### src/design/assert_macros.svh
// assertion helpers included by ubr_ctl and the top-level design file
`ifndef ASSERT_MACROS_SVH
`define ASSERT_MACROS_SVH

`ifndef SYNTH
// property checked at every clock edge outside reset
`define UBR_ASSERT(lbl, clk, rstn, prop, msg) \
    lbl: assert property (@(posedge clk) disable iff (!rstn) (prop)) else $error(msg);
// property checked at every clock edge, reset included
`define UBR_ASSERT_ALWAYS(lbl, clk, prop, msg) \
    lbl: assert property (@(posedge clk) (prop)) else $error(msg);
`else
`define UBR_ASSERT(lbl, clk, rstn, prop, msg)
`define UBR_ASSERT_ALWAYS(lbl, clk, prop, msg)
`endif

`endif

### src/design/ubr_pkg.sv
package ubr_pkg;

    localparam int D_W    = 24;
    localparam int CNT_W  = 15;
    localparam int SENS_W = 3;
    localparam int TRIG_W = 10;
    localparam int SCL_W  = 8;
    localparam int OFS_W  = 16;
    localparam int CFG_W  = 16;

    typedef enum logic [1:0] {
        CFG_TRIGGER_US    = 2'd0,
        CFG_ECHO_LIMIT_US = 2'd1,
        CFG_SCALE         = 2'd2,
        CFG_OFFSET        = 2'd3
    } t_cfg_idx;

    localparam logic [TRIG_W-1:0] TRIGGER_US_RST = 10'd15;
    localparam logic [CNT_W-1:0]  ECHO_LIMIT_RST = 15'd20000;
    localparam logic [SCL_W-1:0]  SCALE_RST      = 8'd17;
    localparam logic [OFS_W-1:0]  OFFSET_RST     = 16'd3000;

    typedef struct packed {
        logic [TRIG_W-1:0] trigger_us;
        logic [CNT_W-1:0]  echo_limit_us;
        logic [SCL_W-1:0]  scale;
        logic [OFS_W-1:0]  offset;
    } t_cfg;

    // per-tick record that travels down the pipeline
    typedef struct packed {
        logic              trigger;
        logic [SENS_W-1:0] sensor;
        logic              busy;
        logic              done;
        logic              timed_out;
        logic              fin;
        logic [CNT_W-1:0]  width;
    } t_tick;

endpackage

### src/design/ubr_ctl.sv
`include "assert_macros.svh"

module ubr_ctl
    import ubr_pkg::*;
#(
    parameter int SAMPLES = 3,
    parameter int SENSORS = 7,
    parameter int IDX_W   = 2
) (
    input  logic              i_clk,
    input  logic              i_rst_n,
    input  logic              i_adv,
    input  logic              i_acc,
    input  logic              i_start_req,
    input  logic [SENS_W-1:0] i_sensor,
    input  logic              i_echo,
    input  t_cfg              i_cfg,
    output logic              o_vld,
    output t_tick             o_rec,
    output logic [IDX_W-1:0]  o_idx
);

    typedef enum logic [3:0] {
        PH_IDLE = 4'b0001,
        PH_TRIG = 4'b0010,
        PH_WAIT = 4'b0100,
        PH_MEAS = 4'b1000
    } t_phase;

    t_phase             r_phase, n_phase;
    logic [CNT_W-1:0]   r_cnt, n_cnt;
    logic [IDX_W-1:0]   r_idx, n_idx;
    logic [SENS_W-1:0]  r_sensor, n_sensor;
    logic               r_tmo, n_tmo;

    logic               r_vld;
    t_tick              r_rec, n_rec;
    logic [IDX_W-1:0]   r_rec_idx;

    logic [CNT_W-1:0]   w_cnt1;
    logic               w_fin;
    logic               w_done;
    logic [CNT_W-1:0]   w_width;

    assign w_cnt1 = r_cnt + 1'b1;

    always_comb begin
        n_phase  = r_phase;
        n_cnt    = r_cnt;
        n_idx    = r_idx;
        n_sensor = r_sensor;
        n_tmo    = r_tmo;
        w_fin    = 1'b0;
        w_done   = 1'b0;
        w_width  = '0;
        unique case (r_phase)
            PH_IDLE: begin
                if (i_start_req && (int'(i_sensor) < SENSORS)) begin
                    n_sensor = i_sensor;
                    n_phase  = PH_TRIG;
                    n_cnt    = '0;
                    n_idx    = '0;
                    n_tmo    = 1'b0;
                end
            end
            PH_TRIG: begin
                if (w_cnt1 >= CNT_W'(i_cfg.trigger_us)) begin
                    n_phase = PH_WAIT;
                    n_cnt   = '0;
                end else begin
                    n_cnt = w_cnt1;
                end
            end
            PH_WAIT, PH_MEAS: begin
                if (i_echo && (r_phase == PH_WAIT)) begin
                    n_phase = PH_MEAS;
                    n_cnt   = '0;
                end else if (i_echo || (r_phase == PH_WAIT)) begin
                    // still waiting for the rise, or echo still high
                    if (w_cnt1 >= i_cfg.echo_limit_us) begin
                        n_tmo   = 1'b1;
                        w_fin   = 1'b1;
                        w_width = i_cfg.echo_limit_us;
                    end else begin
                        n_cnt = w_cnt1;
                    end
                end else begin
                    w_fin   = 1'b1;
                    w_width = r_cnt;
                end
            end
            default: begin
                n_phase = PH_IDLE;
            end
        endcase

        if (w_fin) begin
            n_cnt = '0;
            if (r_idx == IDX_W'(SAMPLES - 1)) begin
                w_done  = 1'b1;
                n_phase = PH_IDLE;
                n_idx   = '0;
            end else begin
                n_phase = PH_TRIG;
                n_idx   = r_idx + 1'b1;
            end
        end

        n_rec.trigger   = (n_phase == PH_TRIG);
        n_rec.sensor    = n_sensor;
        n_rec.busy      = (n_phase != PH_IDLE);
        n_rec.done      = w_done;
        n_rec.timed_out = n_tmo;
        n_rec.fin       = w_fin;
        n_rec.width     = w_width;
    end

    always_ff @(posedge i_clk) begin
        if (!i_rst_n) begin
            r_phase  <= PH_IDLE;
            r_cnt    <= '0;
            r_idx    <= '0;
            r_sensor <= '0;
            r_tmo    <= 1'b0;
        end else if (i_acc) begin
            r_phase  <= n_phase;
            r_cnt    <= n_cnt;
            r_idx    <= n_idx;
            r_sensor <= n_sensor;
            r_tmo    <= n_tmo;
        end
    end

    always_ff @(posedge i_clk) begin
        if (!i_rst_n) begin
            r_vld <= 1'b0;
        end else if (i_adv) begin
            r_vld <= i_acc;
        end
    end

    always_ff @(posedge i_clk) begin
        if (i_adv) begin
            r_rec     <= n_rec;
            r_rec_idx <= r_idx;
        end
    end

    assign o_vld = r_vld;
    assign o_rec = r_rec;
    assign o_idx = r_rec_idx;

    `UBR_ASSERT(a_idx_range, i_clk, i_rst_n, r_idx <= IDX_W'(SAMPLES - 1), "sample index out of range")
    `UBR_ASSERT(a_done_ends_sample, i_clk, i_rst_n, (r_vld && r_rec.done) |-> (r_rec.fin && r_rec_idx == IDX_W'(SAMPLES - 1)), "run ended off the last sample")
    `UBR_ASSERT(a_done_goes_idle, i_clk, i_rst_n, (r_vld && r_rec.done) |-> (!r_rec.busy && !r_rec.trigger), "run ended while still busy")

endmodule

### src/design/ubr_dist.sv
module ubr_dist
    import ubr_pkg::*;
#(
    parameter int IDX_W = 2
) (
    input  logic                  i_clk,
    input  logic                  i_rst_n,
    input  logic                  i_adv,
    input  logic                  i_vld,
    input  t_tick                 i_rec,
    input  logic [IDX_W-1:0]      i_idx,
    input  t_cfg                  i_cfg,
    output logic                  o_vld,
    output t_tick                 o_rec,
    output logic [IDX_W-1:0]      o_idx,
    output logic signed [D_W-1:0] o_d
);

    localparam int PROD_W = CNT_W + SCL_W;

    logic [PROD_W-1:0]     w_prod;
    logic signed [D_W-1:0] w_d;

    logic                  r_vld;
    t_tick                 r_rec;
    logic [IDX_W-1:0]      r_idx;
    logic signed [D_W-1:0] r_d;

    // width * scale - offset, always fits 24 bits signed
    assign w_prod = PROD_W'(i_rec.width) * PROD_W'(i_cfg.scale);
    assign w_d    = signed'(D_W'(w_prod)) - signed'(D_W'(i_cfg.offset));

    always_ff @(posedge i_clk) begin
        if (!i_rst_n) begin
            r_vld <= 1'b0;
        end else if (i_adv) begin
            r_vld <= i_vld;
        end
    end

    always_ff @(posedge i_clk) begin
        if (i_adv) begin
            r_rec <= i_rec;
            r_idx <= i_idx;
            r_d   <= w_d;
        end
    end

    assign o_vld = r_vld;
    assign o_rec = r_rec;
    assign o_idx = r_idx;
    assign o_d   = r_d;

endmodule

### src/design/ubr_pick.sv
module ubr_pick
    import ubr_pkg::*;
#(
    parameter int SAMPLES = 3,
    parameter int IDX_W   = 2
) (
    input  logic                  i_clk,
    input  logic                  i_adv,
    input  logic                  i_vld,
    input  logic                  i_fin,
    input  logic [IDX_W-1:0]      i_idx,
    input  logic signed [D_W-1:0] i_d,
    output logic signed [D_W-1:0] o_best
);

    localparam int SUM_W = D_W + $clog2(SAMPLES) + 1;
    localparam int ERR_W = SUM_W + $clog2(SAMPLES) + 1;
    localparam logic signed [ERR_W-1:0] N_SAMPLES = ERR_W'(SAMPLES);

    logic signed [D_W-1:0]   r_store [SAMPLES];
    logic signed [D_W-1:0]   w_val   [SAMPLES];
    logic signed [SUM_W-1:0] w_sum;
    logic signed [SUM_W-1:0] r_sum;

    logic signed [ERR_W-1:0] w_err  [SAMPLES];
    logic [ERR_W-1:0]        w_abs  [SAMPLES];
    logic [ERR_W-1:0]        w_best_err;
    logic signed [D_W-1:0]   w_best;

    // sum sees the sample being written this cycle
    always_comb begin
        w_sum = '0;
        for (int k = 0; k < SAMPLES; k++) begin
            w_val[k] = (i_vld && i_fin && i_idx == IDX_W'(k)) ? i_d : r_store[k];
            w_sum    = w_sum + SUM_W'(w_val[k]);
        end
    end

    always_ff @(posedge i_clk) begin
        if (i_adv) begin
            r_sum <= w_sum;
            if (i_vld && i_fin) begin
                r_store[i_idx] <= i_d;
            end
        end
    end

    // closest to the mean: smallest |N*a - sum|, lowest index wins ties
    always_comb begin
        w_best_err = '0;
        w_best     = r_store[0];
        for (int k = 0; k < SAMPLES; k++) begin
            w_err[k] = N_SAMPLES * ERR_W'(r_store[k]) - ERR_W'(r_sum);
            w_abs[k] = (w_err[k] < 0) ? ERR_W'(-w_err[k]) : ERR_W'(w_err[k]);
            if (k == 0 || w_abs[k] < w_best_err) begin
                w_best_err = w_abs[k];
                w_best     = r_store[k];
            end
        end
    end

    assign o_best = w_best;

endmodule

### src/design/ultrasonic_range_best_of_three.sv
// Ultrasonic ranging controller with best-of-SAMPLES selection. Each input item is one
// microsecond tick (start request, sensor index, echo level) and gives exactly one result
// item that shows the trigger level, latched sensor, busy, done, timeout flag and the last
// selected distance (width*scale - offset, 0.01 mm, closest sample to the mean). One item
// is taken every cycle while the pipeline is not held; a result passes four registers
// after the edge that accepts its item: control register, scaling multiplier, sample store
// with sum, then the selection into the output register. The whole pipeline holds while a
// result waits, so input ready follows output ready whenever the output register is full.
// Configuration writes are always ready and must only be made while no ticks are in flight.
`include "assert_macros.svh"

module ultrasonic_range_best_of_three
    import ubr_pkg::*;
#(
    parameter int SAMPLES = 3,
    parameter int SENSORS = 7
) (
    input  logic                  i_clk,
    input  logic                  i_rst_n,

    input  logic                  i_cfg_valid,
    output logic                  o_cfg_ready,
    input  logic [1:0]            i_cfg_index,
    input  logic [CFG_W-1:0]      i_cfg_data,

    input  logic                  i_in_valid,
    output logic                  o_in_ready,
    input  logic                  i_start_req,
    input  logic [SENS_W-1:0]     i_sensor,
    input  logic                  i_echo,

    output logic                  o_out_valid,
    input  logic                  i_out_ready,
    output logic                  o_trigger,
    output logic [SENS_W-1:0]     o_active_sensor,
    output logic                  o_busy_res,
    output logic                  o_done_res,
    output logic                  o_timed_out,
    output logic signed [D_W-1:0] o_distance
);

    localparam int IDX_W = (SAMPLES > 1) ? $clog2(SAMPLES) : 1;

    t_cfg                  r_cfg;
    logic                  w_adv;
    logic                  w_acc;

    logic                  w_s1_vld;
    t_tick                 w_s1_rec;
    logic [IDX_W-1:0]      w_s1_idx;

    logic                  w_s2_vld;
    t_tick                 w_s2_rec;
    logic [IDX_W-1:0]      w_s2_idx;
    logic signed [D_W-1:0] w_s2_d;

    logic                  r_s3_vld;
    t_tick                 r_s3_rec;
    logic signed [D_W-1:0] w_best;

    logic                  r_o_vld;
    t_tick                 r_o_rec;
    logic signed [D_W-1:0] r_o_dist;
    logic signed [D_W-1:0] r_last;

    assign w_adv       = !r_o_vld || i_out_ready;
    assign w_acc       = i_in_valid && w_adv;
    assign o_in_ready  = w_adv;
    assign o_cfg_ready = 1'b1;

    always_ff @(posedge i_clk) begin
        if (!i_rst_n) begin
            r_cfg.trigger_us    <= TRIGGER_US_RST;
            r_cfg.echo_limit_us <= ECHO_LIMIT_RST;
            r_cfg.scale         <= SCALE_RST;
            r_cfg.offset        <= OFFSET_RST;
        end else if (i_cfg_valid) begin
            unique case (t_cfg_idx'(i_cfg_index))
                CFG_TRIGGER_US:    r_cfg.trigger_us    <= i_cfg_data[TRIG_W-1:0];
                CFG_ECHO_LIMIT_US: r_cfg.echo_limit_us <= i_cfg_data[CNT_W-1:0];
                CFG_SCALE:         r_cfg.scale         <= i_cfg_data[SCL_W-1:0];
                CFG_OFFSET:        r_cfg.offset        <= i_cfg_data[OFS_W-1:0];
                default: begin
                end
            endcase
        end
    end

    ubr_ctl #(
        .SAMPLES (SAMPLES),
        .SENSORS (SENSORS),
        .IDX_W   (IDX_W)
    ) u_ctl (
        .i_clk       (i_clk),
        .i_rst_n     (i_rst_n),
        .i_adv       (w_adv),
        .i_acc       (w_acc),
        .i_start_req (i_start_req),
        .i_sensor    (i_sensor),
        .i_echo      (i_echo),
        .i_cfg       (r_cfg),
        .o_vld       (w_s1_vld),
        .o_rec       (w_s1_rec),
        .o_idx       (w_s1_idx)
    );

    ubr_dist #(
        .IDX_W (IDX_W)
    ) u_dist (
        .i_clk   (i_clk),
        .i_rst_n (i_rst_n),
        .i_adv   (w_adv),
        .i_vld   (w_s1_vld),
        .i_rec   (w_s1_rec),
        .i_idx   (w_s1_idx),
        .i_cfg   (r_cfg),
        .o_vld   (w_s2_vld),
        .o_rec   (w_s2_rec),
        .o_idx   (w_s2_idx),
        .o_d     (w_s2_d)
    );

    ubr_pick #(
        .SAMPLES (SAMPLES),
        .IDX_W   (IDX_W)
    ) u_pick (
        .i_clk  (i_clk),
        .i_adv  (w_adv),
        .i_vld  (w_s2_vld),
        .i_fin  (w_s2_rec.fin),
        .i_idx  (w_s2_idx),
        .i_d    (w_s2_d),
        .o_best (w_best)
    );

    always_ff @(posedge i_clk) begin
        if (!i_rst_n) begin
            r_s3_vld <= 1'b0;
            r_o_vld  <= 1'b0;
            r_last   <= '0;
        end else if (w_adv) begin
            r_s3_vld <= w_s2_vld;
            r_o_vld  <= r_s3_vld;
            if (r_s3_vld && r_s3_rec.done) begin
                r_last <= w_best;
            end
        end
    end

    always_ff @(posedge i_clk) begin
        if (w_adv) begin
            r_s3_rec <= w_s2_rec;
            r_o_rec  <= r_s3_rec;
            r_o_dist <= (r_s3_vld && r_s3_rec.done) ? w_best : r_last;
        end
    end

    assign o_out_valid     = r_o_vld;
    assign o_trigger       = r_o_rec.trigger;
    assign o_active_sensor = r_o_rec.sensor;
    assign o_busy_res      = r_o_rec.busy;
    assign o_done_res      = r_o_rec.done;
    assign o_timed_out     = r_o_rec.timed_out;
    assign o_distance      = r_o_dist;

    `UBR_ASSERT(a_done_not_busy, i_clk, i_rst_n,
        (r_o_vld && r_o_rec.done) |-> !r_o_rec.busy, "done item reports busy")
    `UBR_ASSERT(a_last_follows_done, i_clk, i_rst_n,
        (w_adv && r_s3_vld && r_s3_rec.done) |=> (r_last == r_o_dist),
        "held distance differs from reported one")
    `UBR_ASSERT(a_ready_tracks_out, i_clk, i_rst_n,
        (r_o_vld && !i_out_ready) |-> !o_in_ready, "item taken while pipeline held")

endmodule

### config.mk
export PLATFORM = sky130hd
export DESIGN_NAME = ultrasonic_range_best_of_three
export DESIGN_NICKNAME = d
export VERILOG_FILES = /design/src/design/ubr_pkg.sv /design/src/design/ubr_ctl.sv /design/src/design/ubr_dist.sv /design/src/design/ubr_pick.sv /design/src/design/ultrasonic_range_best_of_three.sv
export VERILOG_INCLUDE_DIRS = /design/src /design/src/design
export SDC_FILE = /design/constraint.sdc
export NUM_CORES = 2
export LEC_CHECK = 0
export ABC_CLOCK_PERIOD_IN_PS = 16149
export BUFFER_PORTS_ARGS = -buffer_cell sky130_fd_sc_hd__buf_2
export CORE_MARGIN = 10
export CORE_UTILIZATION = 57
export DETAILED_ROUTE_END_ITERATION = 6
export GPL_TIMING_DRIVEN = 0
export PLACE_DENSITY = 0.73
export SETUP_SLACK_MARGIN = 0.2
export SYNTH_ARGS = -nofsm -noshare
export SYNTH_HDL_FRONTEND = slang
export SYNTH_SLANG_ARGS = --single-unit
### constraint.sdc
create_clock -name i_clk -period 16.15 [get_ports i_clk]
set_input_delay 1.615 -clock i_clk [delete_from_list [all_inputs] [get_ports i_clk]]
set_output_delay 1.615 -clock i_clk [all_outputs]
set_load 0.03 [all_outputs]
==> results.py <==
metrics = {
    "power_and_ir_drop": {
        "switching_power_mw": 0.696,
        "power.internal_mw": 1.49,
        "p_clk_frac": 0.352,
        "p_per_area_mw_per_mm2": 68.0,
        "p_sw_frac": 0.319,
        "power_leakage_nw": 14.9,
        "pwr-share-seq": 0.397,
        "vdd_drop_max_mv": 0.0705,
        "comb_power_share": 0.251,
    },
    "sta": {
        "whs_ps": 420,
        "period_minus_slack_ps": 13980,
        "rsz0062_at_grt": "false",
        "period_share": 0.866,
        "setup_tns_ps": 0,
        "fmax_mhz": 71.5,
        "slew_headroom": 0.163,
        "fin_skew_ps": 21.8,
        "drv_slew": 0,
        "setup_viol": 0,
        "finalHoldViolCount": 0,
        "worst_pin_slew_ps": 1250,
    },
    "yosys": {
        "synthXorXnorAreaFrac": 0.0566,
        "synth_edf_count": 195,
        "synth_top_area_frac": 0.197,
        "syn_inst": 3281,
        "synth.most_common_cell": "inv_1",
        "yosysSeqAreaShare": 0.266,
        "ys_ff_latch": 297,
        "synthMuxAreaShare": 0.0344,
        "synth_common_cells": "inv_1 (550), nand2_1 (334), ha_1 (323)",
        "synthAdderAreaFrac": 0.264,
        "yosysTopAreaCell": "edfxtp_1",
        "synth_cell_types": 80,
        "synth_top_family_by_area": "adder cells",
        "ys.flop_type": "edfxtp_1",
        "synth_compound_area_frac": 0.153,
        "syn_area_per_cell_um2": 9.05,
        "async_reset_ff_frac": 0,
        "yosysWarningCount": 0,
        "synthTopCellsByArea": "edfxtp_1 (20%), ha_1 (14%), fa_1 (13%)",
        "syn_area_mm2": 0.0297,
        "yosys.area_share.simple": 0.141,
    },
    "min_path": {
        "holdCritPathClass": "reg2reg",
        "holdPathStages": 0,
    },
    "floorplan": {
        "die_area_mm2": 0.0616,
        "start_util": 0.578,
        "io_pins": 62,
        "core_area_mm2": 0.0514,
        "die-height_um": 248,
        "die_width_um": 248,
        "core.rowCount": 83,
    },
    "clock_network": {
        "cts.path.max_buffers": 3,
        "holdBufCountCts": 0,
        "cts_root_buf": "clkbuf_16",
        "numCtsBuffers": 35,
        "cts_resized": 0,
        "cts_tree": "yes",
        "cts.sink_count": 297,
        "cts_htree_levels": 2,
        "post-cts-setup-buffers": 0,
        "path_clk_slew_ps": 60,
        "insertion_delay_ps": 560,
    },
    "setup_path": {
        "path_depth": 39,
        "crit_path_max_fanout": 10,
        "r2r_slack_ps": 2170,
        "crit_end": "o_distance[4]$_DFFE_PN_",
        "startpoint": "u_pick.r_store[1][0]$_DFFE_PP_",
        "regToRegEndpoint": "o_distance[4]$_DFFE_PN_",
        "slowest_stage": "a311oi_2",
        "crit_arrival_ps": 14290,
        "reg2reg_depth": 39,
        "path_common_cell": "clkbuf_1",
        "r2r_start": "u_pick.r_store[1][0]$_DFFE_PP_",
        "crit_path_end_kind": "flip-flop",
        "cp_top_family": "compound AO/OA/AOI/OAI gates",
        "cp_num_buf_inv": 8,
        "startpoint_type": "flip-flop",
        "path_class": "reg2reg",
        "critPathMaxStageDelay_ps": 800,
        "crit_required_ps": 16460,
    },
    "place": {
        "place.gp.congestion": 0.973,
        "portBuffers": 59,
        "dp_hpwl_mm": 67.4,
    },
    "run": {
        "cap_violations": 0,
    },
    "cells_and_area": {
        "syn_to_final_growth_pct": 8.11,
        "nets": 3932,
        "drive_above_1_share": 0.0761,
    },
    "detailed_routing": {
        "drt-vias-per-instance": 5.83,
        "vias": 23900,
        "wl_per_cell_um": 19.8,
        "drt_iter0_drc": 1854,
        "drc": 0,
        "wl_mm": 81.3,
        "first_pass_iters": 6,
        "ant_nets": 0,
    },
    "global_route": {
        "grt_pass1_vias": 24400,
        "grt-ovfl-total": 0,
        "antenna_found_initial": 0,
        "grt_max_degree": 83,
        "grt_usage": 0.263,
        "grt_pass1_wl_mm": 128,
    },
    "outcome": {
        "status": "complete, no violations",
    },
}
worst register-to-register path: cells and delay by family (launching register included):
| kind | cells | cell delay (ps) |
|---|---|---|
| DFF | 1 | 520 |
| and+or+nand+nor | 9 | 2340 |
| adders and majority gates | 6 | 2110 |
| muxes | 1 | 240 |
| buffers and inverters | 8 | 3630 |
| xor gates and xnor gates | 1 | 190 |
| AOI/OAI and AO/OA | 14 | 4740 |
logic make-up after synthesis:
kind of cell,count (synthesis)
mux,94
xor+xnor,192
other cells,2
flops,297
simple gates,862
compound gates,659
fa+ha+maj,513
buf+inv,662
cell type report:
type / instances / area (µm²)
multi-input cells: 2329 / 19300
fillers: 4452 / 19300
flip-flops and latches: 297 / 7900
inverters: 550 / 2070
clock buffers: 45 / 976
well taps: 680 / 851
plain buffers: 112 / 432
repair buffers: 66 / 387
clock inverters: 18 / 140
diodes: 1 / 2.50
layer usage:
metal  track usage  part of all wire  vias up
li1              -                 -    11400
met1         0.320              0.41    11500
met2         0.466              0.49      745
met3        0.0274             0.050      169
met4         0.117             0.045        0
met5             0                 0        -
registers in the layout, indices dropped and copies added (netlist names), 4 cells and up:
| name | count |
|---|---|
| o_distance | 24 |
| r_cfg | 49 |
| r_last | 24 |
| r_s3_rec | 7 |
| u_ctl.o_rec | 23 |
| u_ctl.r_cnt | 15 |
| u_ctl.r_phase | 4 |
| u_dist.o_d | 24 |
| u_dist.o_rec | 8 |
| u_pick.r_store | 72 |
| u_pick.r_sum | 26 |
through the flow:
stage | util | setup slack, ps | instance area, µm² | instances | total power, mW
after detailed placement | 0.603 | 2410 | 31000 | 4034 | 1.42
after global routing | 0.624 | 1900 | 32100 | 4097 | 2.29
after floorplan | - | 6470 | 29700 | 3288 | 1.27
after global placement | 0.600 | 2460 | 30900 | 4027 | 1.40
final | 0.624 | 2170 | 32100 | 4098 | 2.18
after CTS | 0.624 | 2310 | 32100 | 4097 | 2.19
layout by cell type, fill, tap and decap left out, types with 102 or more instances in the layout:
cell type  count
fa_1         190
clkbuf_1     105
xnor2_1      130
nand2_1      334
inv_1        549
dfxtp_1      102
edfxtp_1     195
ha_1         323
nor2_1       126
a21oi_1      173
power by group through the flow:
stage	registers, mW	clock network, mW	logic, mW
3_3_place_gp	0.880	0	0.524
5_1_grt	0.870	0.809	0.610
3_5_place_dp	0.882	0	0.541
4_1_cts	0.866	0.780	0.545
2_1_floorplan	0.880	0	0.390
6_report	0.866	0.769	0.548
worst min-delay path by stage:
| stage | end | startpoint | slack (ps) |
|---|---|---|---|
| floorplan | o_active_sensor[0]$_DFFE_PN_ | r_s3_rec[19]$_DFFE_PN_ | 400 |
| global placement | r_s3_rec[19]$_DFFE_PN_ | u_dist.o_rec[19]$_DFFE_PN_ | 400 |
| detailed placement | o_trigger$_DFFE_PN_ | r_s3_rec[22]$_DFFE_PN_ | 410 |
| CTS | o_trigger$_DFFE_PN_ | r_s3_rec[22]$_DFFE_PN_ | 420 |
| global route | u_dist.o_rec[22]$_DFFE_PN_ | u_ctl.o_rec[22]$_DFFE_PN_ | 430 |
| finish | o_trigger$_DFFE_PN_ | r_s3_rec[22]$_DFFE_PN_ | 420 |
Note: power is estimated with default switching activity, not from simulation.
